### src/hw/rtl/cbc_pkg.sv
package cbc_pkg;

	// Bank limits of the controller and the size of one RAM bank.
	localparam int MAX_ROM_BANKS  = 512;
	localparam int MAX_RAM_BANKS  = 16;
	localparam int RAM_BANK_BYTES = 8192;

	// Controller kinds.
	localparam logic [2:0] KIND_T1 = 3'd1;
	localparam logic [2:0] KIND_T3 = 3'd3;
	localparam logic [2:0] KIND_T5 = 3'd5;

	// Request operations.
	localparam logic OP_READ  = 1'b0;
	localparam logic OP_WRITE = 1'b1;

	// Configuration register indexes.
	localparam logic [1:0] REG_KIND      = 2'd0;
	localparam logic [1:0] REG_ROM_COUNT = 2'd1;
	localparam logic [1:0] REG_RAM_COUNT = 2'd2;

	// Controller register regions below 0x8000, selected by address bits 14:13.
	localparam logic [1:0] REGION_ENABLE = 2'd0;
	localparam logic [1:0] REGION_ROM    = 2'd1;
	localparam logic [1:0] REGION_UPPER  = 2'd2;
	localparam logic [1:0] REGION_MODE   = 2'd3;

	// External RAM window 0xA000-0xBFFF, matched on address bits 15:13.
	localparam logic [2:0] EXT_RAM_PAGE = 3'b101;

	// Byte that enables external RAM.
	localparam logic [7:0] RAM_ENABLE_KEY = 8'h0A;

	// Result status codes.
	localparam logic [1:0] ST_OK       = 2'd0;
	localparam logic [1:0] ST_BAD_ADDR = 2'd1;
	localparam logic [1:0] ST_RANGE    = 2'd2;
	localparam logic [1:0] ST_NO_CTRL  = 2'd3;

endpackage

### src/hw/rtl/cartridge_bank_controller_unit.sv
// Cartridge bank controller for type 1, type 3 and type 5 style cartridges. Each request is
// either a read of external RAM (0xA000-0xBFFF) or a write to a controller register below
// 0x8000, and each request yields exactly one result that carries the selected ROM bank, RAM
// bank and RAM enable after the request, the physical RAM byte offset of a read (bank times
// 8192 plus the offset in the window), an open-bus flag, and a status: ok, invalid address,
// bank out of range, or no controller. A request is registered on acceptance, then decoded
// and applied to the bank state as its result is registered; one request is taken every
// clock while the result register is not stalled, and the single state update between the
// input and result registers sets that rate. A request waits in the input register while
// the result register is stalled. A bank at or above the configured bank count (capped at
// 512 ROM banks and 16 RAM banks) is not taken and is flagged. Controller kind and bank
// counts are written over APB at byte addresses 0, 4 and 8; the user must write them only
// while no request is in flight, which the block does not enforce. pready is always high.
module cartridge_bank_controller_unit
	import cbc_pkg::*;
(
	input  logic        clk,
	input  logic        arst_n,
	// Configuration port.
	input  logic        psel,
	input  logic        penable,
	input  logic        pwrite,
	input  logic [3:0]  paddr,
	input  logic [31:0] pwdata,
	output logic [31:0] prdata,
	output logic        pready,
	// Request channel.
	input  logic        in_valid,
	output logic        in_stall,
	input  logic        operation,
	input  logic [15:0] address,
	input  logic [7:0]  value,
	// Result channel.
	output logic        out_valid,
	input  logic        out_stall,
	output logic [8:0]  rom_bank,
	output logic [3:0]  ram_bank,
	output logic        ram_enabled,
	output logic [16:0] ram_offset,
	output logic        open_bus,
	output logic [1:0]  status
);

	// Configuration registers.
	logic [2:0] kind_q;
	logic [9:0] rom_count_q;
	logic [4:0] ram_count_q;

	// Bank state.
	logic [8:0] rom_q;
	logic [3:0] ram_q;
	logic       en_q;
	logic       mode_q;

	// Input register.
	logic        valid_s1;
	logic        op_s1;
	logic [15:0] addr_s1;
	logic [7:0]  val_s1;

	// Result register.
	logic        out_valid_q;
	logic [8:0]  rom_out_q;
	logic [3:0]  ram_out_q;
	logic        en_out_q;
	logic [16:0] off_out_q;
	logic        open_out_q;
	logic [1:0]  status_out_q;

	logic advance;
	logic cfg_write;
	logic kind_ok;

	logic [9:0] rom_lim;
	logic [4:0] ram_lim;

	logic       rom_req;
	logic [8:0] rom_cand;
	logic       ram_req;
	logic [7:0] ram_cand;
	logic [4:0] low_bits;
	logic [6:0] rom7;

	logic [8:0]  nxt_rom;
	logic [3:0]  nxt_ram;
	logic        nxt_en;
	logic        nxt_mode;
	logic [16:0] res_off;
	logic        res_open;
	logic [1:0]  res_status;

	// The result register moves on when it is empty or being taken; the input register
	// holds its request only while the result register is blocked.
	assign advance  = !out_valid_q || !out_stall;
	assign in_stall = valid_s1 && !advance;

	assign pready    = 1'b1;
	assign cfg_write = psel && penable && pwrite && pready;

	always_comb begin
		prdata = '0;
		unique case (paddr[3:2])
			REG_KIND:      prdata = {29'd0, kind_q};
			REG_ROM_COUNT: prdata = {22'd0, rom_count_q};
			REG_RAM_COUNT: prdata = {27'd0, ram_count_q};
			default:       prdata = '0;
		endcase
	end

	always_ff @(posedge clk or negedge arst_n) begin
		if (!arst_n) begin
			kind_q      <= 3'd0;
			rom_count_q <= 10'd2;
			ram_count_q <= 5'd1;
		end else if (cfg_write) begin
			unique case (paddr[3:2])
				REG_KIND:      kind_q      <= pwdata[2:0];
				REG_ROM_COUNT: rom_count_q <= pwdata[9:0];
				REG_RAM_COUNT: ram_count_q <= pwdata[4:0];
				default: ;
			endcase
		end
	end

	// Kinds other than the three supported codes behave as no controller.
	assign kind_ok = (kind_q == KIND_T1) || (kind_q == KIND_T3) || (kind_q == KIND_T5);

	// Effective bank limits: counts beyond what the controller can address are capped.
	assign rom_lim = (rom_count_q > 10'(MAX_ROM_BANKS)) ? 10'(MAX_ROM_BANKS) : rom_count_q;
	assign ram_lim = (ram_count_q > 5'(MAX_RAM_BANKS)) ? 5'(MAX_RAM_BANKS) : ram_count_q;

	// Bank number zero is not selectable in the low bank registers and maps to one.
	assign low_bits = (val_s1[4:0] == 5'd0) ? 5'd1 : val_s1[4:0];
	assign rom7     = (val_s1[6:0] == 7'd0) ? 7'd1 : val_s1[6:0];

	always_comb begin
		rom_req    = 1'b0;
		rom_cand   = '0;
		ram_req    = 1'b0;
		ram_cand   = '0;
		nxt_rom    = rom_q;
		nxt_ram    = ram_q;
		nxt_en     = en_q;
		nxt_mode   = mode_q;
		res_off    = '0;
		res_open   = 1'b0;
		res_status = ST_OK;

		if (op_s1 == OP_WRITE) begin
			if (!kind_ok) begin
				res_status = ST_NO_CTRL;
			end else if (addr_s1[15]) begin
				res_status = ST_BAD_ADDR;
			end else begin
				unique case (addr_s1[14:13])
					REGION_ENABLE: begin
						nxt_en = (val_s1 == RAM_ENABLE_KEY);
					end
					REGION_ROM: begin
						rom_req = 1'b1;
						if (kind_q == KIND_T1) begin
							// The two upper bank bits are kept.
							rom_cand = {2'b00, rom_q[6:5], low_bits};
						end else if (kind_q == KIND_T3) begin
							rom_cand = {2'b00, rom7};
						end else if (!addr_s1[12]) begin
							rom_cand = {rom_q[8], val_s1};
						end else begin
							rom_cand = {val_s1[0], rom_q[7:0]};
						end
					end
					REGION_UPPER: begin
						if (kind_q == KIND_T1) begin
							// In RAM mode the two bits pick the RAM bank, otherwise they
							// join the five low ROM bank bits.
							if (mode_q) begin
								ram_req  = 1'b1;
								ram_cand = {6'd0, val_s1[1:0]};
							end else begin
								rom_req  = 1'b1;
								rom_cand = {2'b00, val_s1[1:0], rom_q[4:0]};
							end
						end else begin
							// The whole byte is checked against the RAM bank count.
							ram_req  = 1'b1;
							ram_cand = val_s1;
						end
					end
					REGION_MODE: begin
						if (kind_q == KIND_T1) begin
							nxt_mode = val_s1[0];
							if (val_s1[0]) begin
								rom_req  = 1'b1;
								rom_cand = {4'd0, rom_q[4:0]};
							end else begin
								ram_req  = 1'b1;
								ram_cand = 8'd0;
							end
						end else if (kind_q == KIND_T5) begin
							res_status = ST_BAD_ADDR;
						end
						// A type 3 write to this region changes no state.
					end
					default: ;
				endcase
			end

			if (rom_req) begin
				if ({1'b0, rom_cand} >= rom_lim) begin
					res_status = ST_RANGE;
				end else begin
					nxt_rom = rom_cand;
				end
			end
			if (ram_req) begin
				if (ram_cand >= {3'd0, ram_lim}) begin
					res_status = ST_RANGE;
				end else begin
					nxt_ram = ram_cand[3:0];
				end
			end
		end else begin
			if (addr_s1[15:13] != EXT_RAM_PAGE) begin
				res_open   = 1'b1;
				res_status = ST_BAD_ADDR;
			end else if (!en_q) begin
				res_open = 1'b1;
			end else begin
				res_off = {ram_q, addr_s1[12:0]};
			end
		end
	end

	// Input register.
	always_ff @(posedge clk or negedge arst_n) begin
		if (!arst_n) begin
			valid_s1 <= 1'b0;
		end else if (!in_stall) begin
			valid_s1 <= in_valid;
		end
	end

	always_ff @(posedge clk) begin
		if (in_valid && !in_stall) begin
			op_s1   <= operation;
			addr_s1 <= address;
			val_s1  <= value;
		end
	end

	// Bank state is updated together with the result register load.
	always_ff @(posedge clk or negedge arst_n) begin
		if (!arst_n) begin
			rom_q       <= 9'd1;
			ram_q       <= 4'd0;
			en_q        <= 1'b0;
			mode_q      <= 1'b0;
			out_valid_q <= 1'b0;
		end else if (advance) begin
			out_valid_q <= valid_s1;
			if (valid_s1) begin
				rom_q  <= nxt_rom;
				ram_q  <= nxt_ram;
				en_q   <= nxt_en;
				mode_q <= nxt_mode;
			end
		end
	end

	always_ff @(posedge clk) begin
		if (advance && valid_s1) begin
			rom_out_q    <= nxt_rom;
			ram_out_q    <= nxt_ram;
			en_out_q     <= nxt_en;
			off_out_q    <= res_off;
			open_out_q   <= res_open;
			status_out_q <= res_status;
		end
	end

	assign out_valid   = out_valid_q;
	assign rom_bank    = rom_out_q;
	assign ram_bank    = ram_out_q;
	assign ram_enabled = en_out_q;
	assign ram_offset  = off_out_q;
	assign open_bus    = open_out_q;
	assign status      = status_out_q;

endmodule

### config.mk
export PLATFORM = sky130hd
export DESIGN_NAME = cartridge_bank_controller_unit
export DESIGN_NICKNAME = d
export VERILOG_FILES = /design/src/hw/rtl/cbc_pkg.sv /design/src/hw/rtl/cartridge_bank_controller_unit.sv
export SDC_FILE = /design/constraint.sdc
export NUM_CORES = 1
export LEC_CHECK = 0
export ABC_AREA = 1
export BUFFER_PORTS_ARGS = -buffer_cell sky130_fd_sc_hd__buf_4
export CAP_MARGIN = 20
export CORE_MARGIN = 8
export CORE_UTILIZATION = 55
export DETAILED_ROUTE_END_ITERATION = 8
export PLACE_DENSITY = 0.88
export SLEW_MARGIN = 20
export SYNTH_ARGS = -nofsm -noshare
export SYNTH_HDL_FRONTEND = slang
export SYNTH_SLANG_ARGS = --single-unit
export TNS_END_PERCENT = 1
### constraint.sdc
create_clock -name clk -period 8.45 [get_ports clk]
set_clock_uncertainty 0.1 [all_clocks]
set_input_delay 0.845 -clock clk [delete_from_list [all_inputs] [get_ports clk]]
set_output_delay 0.845 -clock clk [all_outputs]
set_load 0.01 [all_outputs]
; After elaboration in Yosys (flattened, before gate mapping)
; Cells that the tools add are included.
[totals]
ff_bits = 94
latchBits = 0
mem_bits_rw = 0
romBits = 0
in_bits = 68
output_inout_bits = 69
wordCells = 117
mem_count = 0
[op_classes]
addsub = 0
mul = 0
div_mod_pow = 0
order_cmp = 4
n_eq_ne = 10
n_shift = 0
n_mux = 61
n_bitwise = 2
reduce_logical = 22
[ops]
columns = cell, count
row1 = 2-to-1 mux 9 bit, 9
row2 = 2-to-1 mux 8 bit, 5
row3 = one-hot mux 10 bit (3 select lines), 1
row4 = one-hot mux 9 bit (3 select lines), 1
row5 = 2-to-1 mux 1 bit, 25
row6 = 2-to-1 mux 7 bit, 3
row7 = 2-to-1 mux 5 bit, 4
row8 = 2-to-1 mux 2 bit, 7
row9 = 2-to-1 mux 4 bit, 3
row10 = greater-or-equal comparator 9 x 10 -> 1 bit, 1
row11 = > comparator 10 bit (second input constant), 1
row12 = 2-to-1 mux 10 bit, 1
row13 = == test 8 x 4 -> 1 bit (second input constant), 1
row14 = greater-or-equal comparator 8 x 5 -> 1 bit, 1
row15 = AND reduction 2 bit, 4
row16 = logical NOT 7 bit, 1
row17 = AND reduction 7 bit, 1
row18 = == test 2 bit (second input constant), 3
row19 = > comparator 5 bit (second input constant), 1
row20 = logical AND 1 bit, 5
row21 = logical NOT 5 bit, 1
row22 = == test 2 x 1 -> 1 bit (second input constant), 2
row23 = logical NOT 1 bit, 4
row24 = logical NOT 2 bit, 2
row25 = 9 further kinds, 12

; Logic depth before layout (Yosys ltp)
[logic_depth]
depth_word = 14
mapped_depth = 21
ltp_nobuf = 21

; Worst setup path before layout
; No wires, ideal clock.
[synth_path]
path_kind = reg-to-reg
start = register kind_q[2]
end = register rom_out_q[1] (netlist: rom_bank[1]) (data pin)
setup_ns = 0.255
t_arrival_ns = 2.323
t_required_ns = 8.095
setup_slack_ns = 5.772
path_stages_with_launch = 19
n_path_buf = 0
synth_period_minus_slack_ns = 2.678
path_cell_list = dfrtp_1 inv_1 nand2_1 nand2_1 nand2_1 o21ai_0 nand2_1 nand2_1 inv_1 ha_1 nand2_1 inv_1 nand2_1 nand2_1 nand2_1 nand4_1 nor2_8 nand2_1 and2_1
[synth_between]
elab_chain_cells = 11
word_cells_on_any_way = 23
classes_between = order compare: 1 / eq/ne: 3 / mux: 17 / reduce/logical: 2
[synth_rtl]
columns = element, line_no
row1 = start: declaration, cartridge_bank_controller_unit.sv:45  ; logic [2:0] kind_q;
row2 = start signal: assignment, cartridge_bank_controller_unit.sv:117  ; REG_KIND: kind_q <= pwdata[2:0];
row3 = == test 3 x 2 -> 1 bit, "cartridge_bank_controller_unit.sv:126, cartridge_bank_controller_unit.sv:164"
row4 = 2-to-1 mux 9 bit, cartridge_bank_controller_unit.sv:164  ; end else if (kind_q == KIND_T3) begin
row5 = 2-to-1 mux 9 bit, cartridge_bank_controller_unit.sv:161  ; if (kind_q == KIND_T1) begin
row6 = one-hot mux 9 bit (3 select lines), cartridge_bank_controller_unit.sv:155  ; unique case (addr_s1[14:13])
row7 = 2-to-1 mux 9 bit, cartridge_bank_controller_unit.sv:152  ; end else if (addr_s1[15]) begin
row8 = 2-to-1 mux 9 bit, cartridge_bank_controller_unit.sv:150  ; if (!kind_ok) begin
row9 = 2-to-1 mux 9 bit, cartridge_bank_controller_unit.sv:149  ; if (op_s1 == OP_WRITE) begin
row10 = greater-or-equal comparator 9 x 10 -> 1 bit, cartridge_bank_controller_unit.sv:209  ; if ({1'b0, rom_cand} >= rom_lim) begin
row11 = 2-to-1 mux 9 bit, cartridge_bank_controller_unit.sv:209
row12 = 2-to-1 mux 9 bit *, cartridge_bank_controller_unit.sv:208  ; if (rom_req) begin
row13 = 2-to-1 mux 9 bit *, cartridge_bank_controller_unit.sv:149
row14 = via nxt_rom[1], cartridge_bank_controller_unit.sv:84  ; logic [8:0] nxt_rom;
row15 = end signal: assignment, cartridge_bank_controller_unit.sv:272  ; rom_out_q <= nxt_rom;
row16 = end: declaration, cartridge_bank_controller_unit.sv:63  ; logic [8:0] rom_out_q;
; Mark *: on every way through the listed nets, which the timed path passes. The rest lies on a longest branch. The select of a mux whose other input is x is not followed.
; A chain may end at the register's enable or synchronous reset.

; Worst setup path in the final report
[layout_path]
start = register addr_s1[13]
end = register rom_out_q[1] (netlist: rom_bank[1]) (data pin)
[layout_between]
elab_chain_cells = 9
word_cells_on_any_way = 15
classes_between = order compare: 1 / eq/ne: 3 / mux: 11
[layout_rtl]
columns = element, line_no
row1 = start: declaration, cartridge_bank_controller_unit.sv:58  ; logic [15:0] addr_s1;
row2 = start signal: assignment, cartridge_bank_controller_unit.sv:246  ; addr_s1 <= address;
row3 = == test 2 bit / == test 2 x 1 -> 1 bit (equally long branches), cartridge_bank_controller_unit.sv:155
row4 = one-hot mux 9 bit (3 select lines), cartridge_bank_controller_unit.sv:155
row5 = 2-to-1 mux 9 bit, cartridge_bank_controller_unit.sv:152
row6 = 2-to-1 mux 9 bit, cartridge_bank_controller_unit.sv:150
row7 = 2-to-1 mux 9 bit, cartridge_bank_controller_unit.sv:149
row8 = greater-or-equal comparator 9 x 10 -> 1 bit, cartridge_bank_controller_unit.sv:209
row9 = 2-to-1 mux 9 bit, cartridge_bank_controller_unit.sv:209
row10 = 2-to-1 mux 9 bit *, cartridge_bank_controller_unit.sv:208
row11 = 2-to-1 mux 9 bit *, cartridge_bank_controller_unit.sv:149
row12 = via nxt_rom[1], cartridge_bank_controller_unit.sv:84
; Marked as above.

==> results_dict.tcl <==
set metrics [dict create \
    ys_seq_elements 94 \
    cts_setup_buffers 0 \
    max-slew-margin-rel_pct 30.5 \
    cts_tree "yes" \
    fillers 717 \
    crit_type "register to register" \
    crit_path_end "rom_bank[1]" \
    r2r_slack_ns 5.09 \
    yosysTopAreaCell "edfxtp_1" \
    ys_seq_area_share_pct 53.9 \
    hold_class "primary input to asynchronous set/reset pin" \
    period_minus_slack_ns 3.36 \
    hold_viol 0 \
    ys_warn_count 0 \
    wl_per_cell_um 14.7 \
    syn-mean-instance-area_sq_um 8.80 \
    hpwl_um 8670 \
    critPathSlowestCell "edfxtp_1" \
    drcViolationCount 0 \
    grt-ovfl-total 0 \
    port_buffers 89 \
    setup_viol 0 \
    synth_edf_count 59 \
    clk_latency_ns 0.36 \
    slowest_delay_ns 0.44 \
    rsz0062_at_grt "no" \
    clock.fmax_mhz 298 \
    numCtsBuffers 9 \
    ys_top_cells_by_area "edfxtp_1 36%, dfrtp_1 16%, nand2_1 11%, inv_1 7.0%, nor2_1 4.0%" \
    critical_path_depth 14 \
    yosysUniqueCellTypes 38 \
    fin_crit_sh_pct 39.8 \
    critical_path_arrival_ns 3.38 \
    seqCellArea_sq_um 2650 \
    syn_area_sq_um 4920 \
    die_x_um 111 \
    holdWs_ns 0.346 \
    crit_fanout 9 \
    nets 732 \
    cts_resized 0 \
    setup_tns_ns 0 \
    grt_max_degree 56 \
    fp.dieH_um 111 \
    ant_nets 0 \
    finalWirelength_um 11200 \
    ys_async_sr_fraction_pct 37.2 \
    cts_sinks 94 \
    gp_congestion 0.898 \
    most-common-layout-cells "140 x nand2_1, 91 x inv_1, 89 x buf_4, 59 x edfxtp_1, 52 x nor2_1" \
    drv_slew 0 \
    crit_path_cell_trace "inv_1, nor2_1, inv_1, nor3_1, nand2_1, inv_1, ha_1, inv_1, nor2_1, a21boi_0, nand4_1, nor2_8, nand2_1, and2_1" \
    regToRegStartpoint "addr_s1[13]" \
    cp_top_family "simple AND/OR/NAND/NOR gates" \
    timing.rr.end "rom_bank[1]" \
    cpMostUsedCell "inv_1" \
    final_common_cell "nand2_1" \
    core_sq_um 8680 \
    netlist.area_leader.share_pct 36.0 \
    clockBufferDepth 2 \
    critPathRequiredTime_ns 8.47 \
    clock-root-buffer "clkbuf_8" \
    start_util_pct 56.7 \
    pwr_density_cell_nw_per_um2 218 \
    final_layout_size_suffix_gt1_share_pct 19.7 \
    multi_input_area_sq_um 1790 \
    synthToLayoutAreaGrowth_pct 17.6 \
    cp-end-kind "register" \
    vias 3913 \
    path_clk_slew_ns 0.10 \
    synth_ff_type "edfxtp_1" \
    die-area_sq_um 12200 \
    rr_worst_depth 14 \
    grt_pass1_vias 3934 \
    io_pins 137 \
    drt_iter0_markers 246 \
    placed_cells 747 \
    rows 34 \
    htree_levels 3 \
    vias_per_cell 5.13 \
    diodes 0 \
    first_pass_iters 5 \
    status "completed" \
    crit_start "addr_s1[13]" \
    vdd_drop_max_v 0.000108 \
    final_cells 763 \
    cp-start-kind "register" \
    track_usage_pct 18.5 \
    cap_viol_max_count 0 \
    worst-path-buf-inv 4 \
    tightestPinTransition_ns 1.04 \
    antenna_found_initial 0 \
    p_leak_nw 2.90 \
    grt_pass1_wl_um 18800 \
    hold_buffers 0 \
    syn_inst 559 \
]
[worst reg2reg max path, stage by stage (launching register included)]
cell      delay (ns)
edfxtp_1        0.44
inv_1           0.06
nor2_1          0.24
inv_1           0.22
nor3_1          0.35
nand2_1         0.18
inv_1           0.11
ha_1            0.24
inv_1           0.06
nor2_1          0.05
a21boi_0        0.31
nand4_1         0.27
nor2_8          0.24
nand2_1         0.10
and2_1          0.17
[sequential cells by signal, indices dropped and copies added, names as in the netlist, 2 cells and up]
signal,count
ram_offset,17
ram_bank,4
rom_bank,9
ram_q,4
addr_s1,16
ram_count_q,5
rom_count_q,10
kind_q,3
val_s1,8
rom_q,9
status,2
[area by class of cell]
type / count / share of cell area (%)
Inverter: 95 / 6.19
Sequential cell: 94 / 45.8
Timing Repair Buffer: 89 / 11.5
Clock buffer: 9 / 2.14
Clock inverter: 7 / 1.10
Tap cell: 108 / 2.34
Multi-Input combinational cell: 361 / 30.9
[power breakdown]
group	total [W]	switching [W]	internal, W
registers	0.000640	0.0000497	0.000590
clock network	0.000283	0.000169	0.000114
logic	0.000339	0.000205	0.000134
[through the flow]
step	utilization, %	worst slack (ns)	instance area [sq um]	power [W]
detailed placement	64.5	5.16	5600	0.000988
CTS	66.7	5.13	5790	0.00127
floorplan	-	5.77	5000	0.000867
global route	66.7	4.81	5790	0.00134
global placement	64.5	5.21	5600	0.000969
finish	66.7	5.09	5790	0.00126
[Yosys cell counts (2+ instances only)]
master / count
and2_1: 13
buf_4: 23
inv_1: 92
dfrtp_1: 32
buf_2: 3
nand2_2: 3
nor2_2: 2
inv_2: 2
conb_1: 2
nand3_1: 31
edfxtp_1: 59
o21ai_1: 5
nand3_2: 2
o21ai_0: 28
ha_1: 14
a31oi_1: 2
nand4_1: 8
nor4_1: 2
nand2_1: 140
a21oi_1: 11
nor3_1: 4
nor2_4: 2
o211ai_1: 5
clkbuf_1: 4
nand2_4: 3
nor2_1: 52
o21a_1: 2
dfstp_2: 3
[routing by layer]
metal	GRT usage [%]	share of wire [%]	vias up
met5	0	0	-
met4	8.38	2.8	0
met3	3.95	6.1	31
met2	31.0	49	161
met1	22.2	42	1802
li1	-	-	1919
[worst min-delay path by stage]
stage / end / start / slack (ns) / depth (start not counted)
2_1_floorplan: out_valid / valid_s1 / 0.35 / 2
3_3_place_gp: out_valid / valid_s1 / 0.36 / 2
3_5_place_dp: ram_q[1] / ram_q[1] / 0.37 / 2
4_1_cts: rom_count_q[9] / arst_n / 0.34 / 1
5_1_grt: rom_count_q[0] / arst_n / 0.36 / 1
6_report: rom_q[3] / arst_n / 0.35 / 1
[cell families (layout without fill, tap and decap cells)]
logic type	Yosys count	after routing	share of synthesized area, %
compound gates	58	58	6.64
other cells	2	23	0.153
simple gates	266	266	24.3
buf+inv	125	200	11.4
flops	94	94	53.9
fa+ha+maj	14	14	3.56
Note: power is estimated with default switching activity, not from simulation.
